--- src/design/spq_pkg.sv ---
// shared types and codes of the sorted priority queue
package spq_pkg;

   localparam int unsigned WORD_W = 32;
   localparam logic [WORD_W-1:0] SIGN_FLIP = 32'h8000_0000;

   // input opcodes
   typedef enum logic [1:0] {
      OP_INSERT  = 2'd0,
      OP_EXTRACT = 2'd1,
      OP_MODIFY  = 2'd2,
      OP_NONE    = 2'd3
   } opcode_type;

   // result status codes
   typedef enum logic [1:0] {
      ST_OK        = 2'd0,
      ST_EMPTY     = 2'd1,
      ST_FULL      = 2'd2,
      ST_NOT_FOUND = 2'd3
   } status_type;

   // one stored entry; key is the priority with its sign bit flipped
   typedef struct packed {
      logic [WORD_W-1:0] value;
      logic [WORD_W-1:0] key;
   } entry_type;

endpackage

--- src/design/spq_ram.sv ---
// entry memory: one write port, one read port with registered data
module spq_ram #(
   parameter int unsigned DEPTH = 64,
   parameter int unsigned AW    = 6
) (
   input  logic                clock,
   input  logic                wr_en,
   input  logic [AW-1:0]       wr_addr,
   input  spq_pkg::entry_type  wr_data,
   input  logic                rd_en,
   input  logic [AW-1:0]       rd_addr,
   output spq_pkg::entry_type  rd_data
);
   import spq_pkg::*;

   entry_type mem [DEPTH];
   entry_type rd_data_ff;

   // write port
   always_ff @(posedge clock) begin
      if (wr_en) begin
         mem[wr_addr] <= wr_data;
      end
   end

   // read port, registered data
   always_ff @(posedge clock) begin
      if (rd_en) begin
         rd_data_ff <= mem[rd_addr];
      end
   end

   assign rd_data = rd_data_ff;

endmodule

--- config.mk ---
export PLATFORM = sky130hd
export DESIGN_NAME = spq_ram
export DESIGN_NICKNAME = d
export VERILOG_FILES = /design/src/design/spq_pkg.sv /design/src/design/spq_ram.sv
export SDC_FILE = /design/constraint.sdc
export NUM_CORES = 2
export LEC_CHECK = 0
export ABC_AREA = 1
export ABC_CLOCK_PERIOD_IN_PS = 15200
export BUFFER_PORTS_ARGS = -buffer_cell sky130_fd_sc_hd__buf_2
export CORE_MARGIN = 4
export CORE_UTILIZATION = 55
export DETAILED_ROUTE_END_ITERATION = 7
export HOLD_SLACK_MARGIN = 0.12
export PLACE_DENSITY_LB_ADDON = 0.25
export SYNTH_ARGS = -nofsm -noshare
export SYNTH_HDL_FRONTEND = slang
export SYNTH_SLANG_ARGS = --single-unit
--- constraint.sdc ---
create_clock -name clock -period 15.2 [get_ports clock]
set_input_delay 3.04 -clock clock [delete_from_list [all_inputs] [get_ports clock]]
set_output_delay 3.04 -clock clock [all_outputs]
set_load 0.02 [all_outputs]
==> results.json <==
{
  "status": "complete, no violations",
  "ant_nets": 0,
  "netlist_area_sq_mm": 0.166,
  "reg2reg_setup_slack_ps": 13250,
  "drt-wirelength-per-cell_um": 28.8,
  "fill_cells": 22525,
  "final_core_util_pct": 60.6,
  "place_hpwl_um": 245000,
  "clockBufferDepth": 4,
  "start_kind": "input pin",
  "finClkSkew_ps": 70.1,
  "yosysUniqueCellTypes": 15,
  "h-tree-depth": 5,
  "critPathMaxFanout": 177,
  "p_seq_share_pct": 53.6,
  "yosysWarnings": 0,
  "hold_buffers": 0,
  "die_area_sq_mm": 0.311,
  "synth_edf_count": 4160,
  "arrival_ps": 7940,
  "tns_ps": 0,
  "die_y_um": 557,
  "firstDrtPassIters": 6,
  "synth_ff_type": "edfxtp_1",
  "crit_path_start": "rd_addr[0]",
  "holdWs_ps": 868,
  "slew_violations": 0,
  "start_util_pct": 55.3,
  "synthTopCellsByCount": "nand2_1, edfxtp_1, nand3_1",
  "grt_overflow": 0,
  "worstReg2RegEnd": "rd_data[4]",
  "synth_top_area_share_pct": 75.3,
  "r2r_start": "mem[13][4]",
  "grt_pass1_vias": 105121,
  "slew-limit-headroom_pct": 2.62,
  "p_per_area_mw_per_mm2": 131,
  "core_area_sq_mm": 0.300,
  "vias": 111844,
  "synth_seq_area_share_pct": 75.3,
  "yosys.area.top_type": "edfxtp_1",
  "post_cts_buffers": 0,
  "fp.dieW_um": 557,
  "synth_area_per_cell_sq_um": 12.4,
  "ctsRootBufferMaster": "clkbuf_16",
  "internal-power_w": 0.0185,
  "routed_wl_um": 507000,
  "num_io_pins": 143,
  "fmax_mhz": 140,
  "critPathCapture": "rd_data[42]",
  "ys_seq_elements": 4160,
  "yosysMostFrequentCell": "nand2_1",
  "track_usage_pct": 32.2,
  "pwr-share-comb_pct": 5.6,
  "cts_resized": 0,
  "clk_pin_slew_worst_paths_ps": 60,
  "setup_viol": 0,
  "p_sw_w": 0.00530,
  "finalHoldViolations": 0,
  "period_share_pct": 47.1,
  "rsz0062_at_grt": "false",
  "worstPathRequired_ps": 15980,
  "cts.sinks": 4160,
  "drc": 0,
  "cts_inserted_buffers": 409,
  "max_slew.worst_pin.slew_ps": 1460,
  "core.rowCount": 201,
  "drtIter0Drc": 17907,
  "leakage_nw": 63.6,
  "switching_share_pct": 22.2,
  "fin_cells": 17595,
  "io_buffers": 142,
  "ff2ff_path_depth": 8,
  "drive_above_1_share_pct": 7.29,
  "ir_drop_mv": 0.120,
  "period_needed_ps": 7160,
  "crit_type": "input pin to flip-flop",
  "pwr-share-clk_pct": 40.8,
  "antenna_found_initial": 46,
  "syn_nets": 13484,
  "viasPerCell": 6.36,
  "clock_latency_ps": 950,
  "ys_async_sr_fraction_pct": 0,
  "drv_cap": 0,
  "grt_first_pass_wirelength_um": 728000,
  "cts_tree": "yes",
  "hp-class": "flip-flop to flip-flop",
  "nets": 13370,
  "netlist_instances": 13405,
  "grt_max_degree": 269,
  "worstSetupEndpointType": "flip-flop",
  "synth.area.top_cells": "edfxtp_1, nand3_1, nand2_1",
  "area_growth_pct": 9.62,
  "dp_cells": 16838,
  "gp_congestion": 0.827,
  "finalPower_w": 0.0238
}
-- worst max-delay path: stages --
cell,delay [ps]
buf_12,400
buf_12,690
buf_4,960
buf_4,940
buf_4,780
nand2_1,150
nand3_1,130
nand3_1,110
nand3_1,140
nand3_1,120
nand2_1,120
nand2_1,60
nand2_1,110
-- per-layer routing --
metal / track usage (%) / vias to the layer above / part of all wire [%]
met1: 44.2 / 54658 / 36
li1: - / 47702 / -
met4: 15.0 / 20 / 5.2
met2: 49.9 / 8138 / 46
met5: 0 / - / 0.026
met3: 6.54 / 1326 / 13
-- area by class of cell --
cell class	instances	area, sq um	share of cell area [%]
flip-flops and latches	4160	125000	68.7
multi-input cells	8336	36600	20.1
repair buffers	372	2620	1.44
inverters	12	103	0.0564
well taps	3958	4950	2.72
clock inverters	230	1910	1.05
diodes	22	55.1	0.0303
clock buffers	505	10700	5.91
-- sequential cells by signal, indices dropped and copies added, names as in the netlist --
register,cells
mem,4096
rd_data,64
-- power groups by stage --
stage	combinational [W]	clock, W	sequential, W
floorplan	0.000784	0	0.0130
global placement	0.00128	0	0.0130
detailed placement	0.00131	0	0.0130
CTS	0.00132	0.00976	0.0128
global route	0.00145	0.0103	0.0128
finish	0.00134	0.00971	0.0128
-- how the worst min path moves through the flow --
stage,end,slack [ps],cells past startpoint,startpoint
after floorplan,rd_data[0],800,8,mem[8][0]
after global placement,rd_data[28],850,8,mem[28][28]
after detailed placement,rd_data[40],860,8,mem[36][40]
after CTS,rd_data[59],880,8,mem[14][59]
after global routing,rd_data[47],950,8,mem[34][47]
final,rd_data[59],870,8,mem[14][59]
-- cells by family (layout without fill, tap and decap cells) --
kind of cell | after synthesis | count (layout) | synth area share, %
flops | 4160 | 4160 | 75.3
other cells | 0 | 22 | 0
buf+inv | 909 | 1119 | 2.94
simple gates | 8336 | 8336 | 21.8
-- through the flow --
step	area (sq um)	setup slack, ps
2_1_floorplan	166000	4880
3_3_place_gp	169000	7300
3_5_place_dp	169000	7200
4_1_cts	182000	8150
5_1_grt	182000	7850
6_report	182000	8040
-- cells in the final DEF, fill, tap and decap left out, drive strengths merged --
cell type | Yosys | layout
clkinvlp | 0 | 11
clkbuf | 147 | 505
nor2 | 56 | 56
buf | 750 | 372
edfxtp | 4160 | 4160
diode | 0 | 22
inv | 12 | 23
nand3 | 3847 | 3847
nand4 | 9 | 9
bufinv | 0 | 28
nor4 | 8 | 8
nand2 | 4416 | 4416
clkinv | 0 | 180
(Power assumes the default switching activity.)
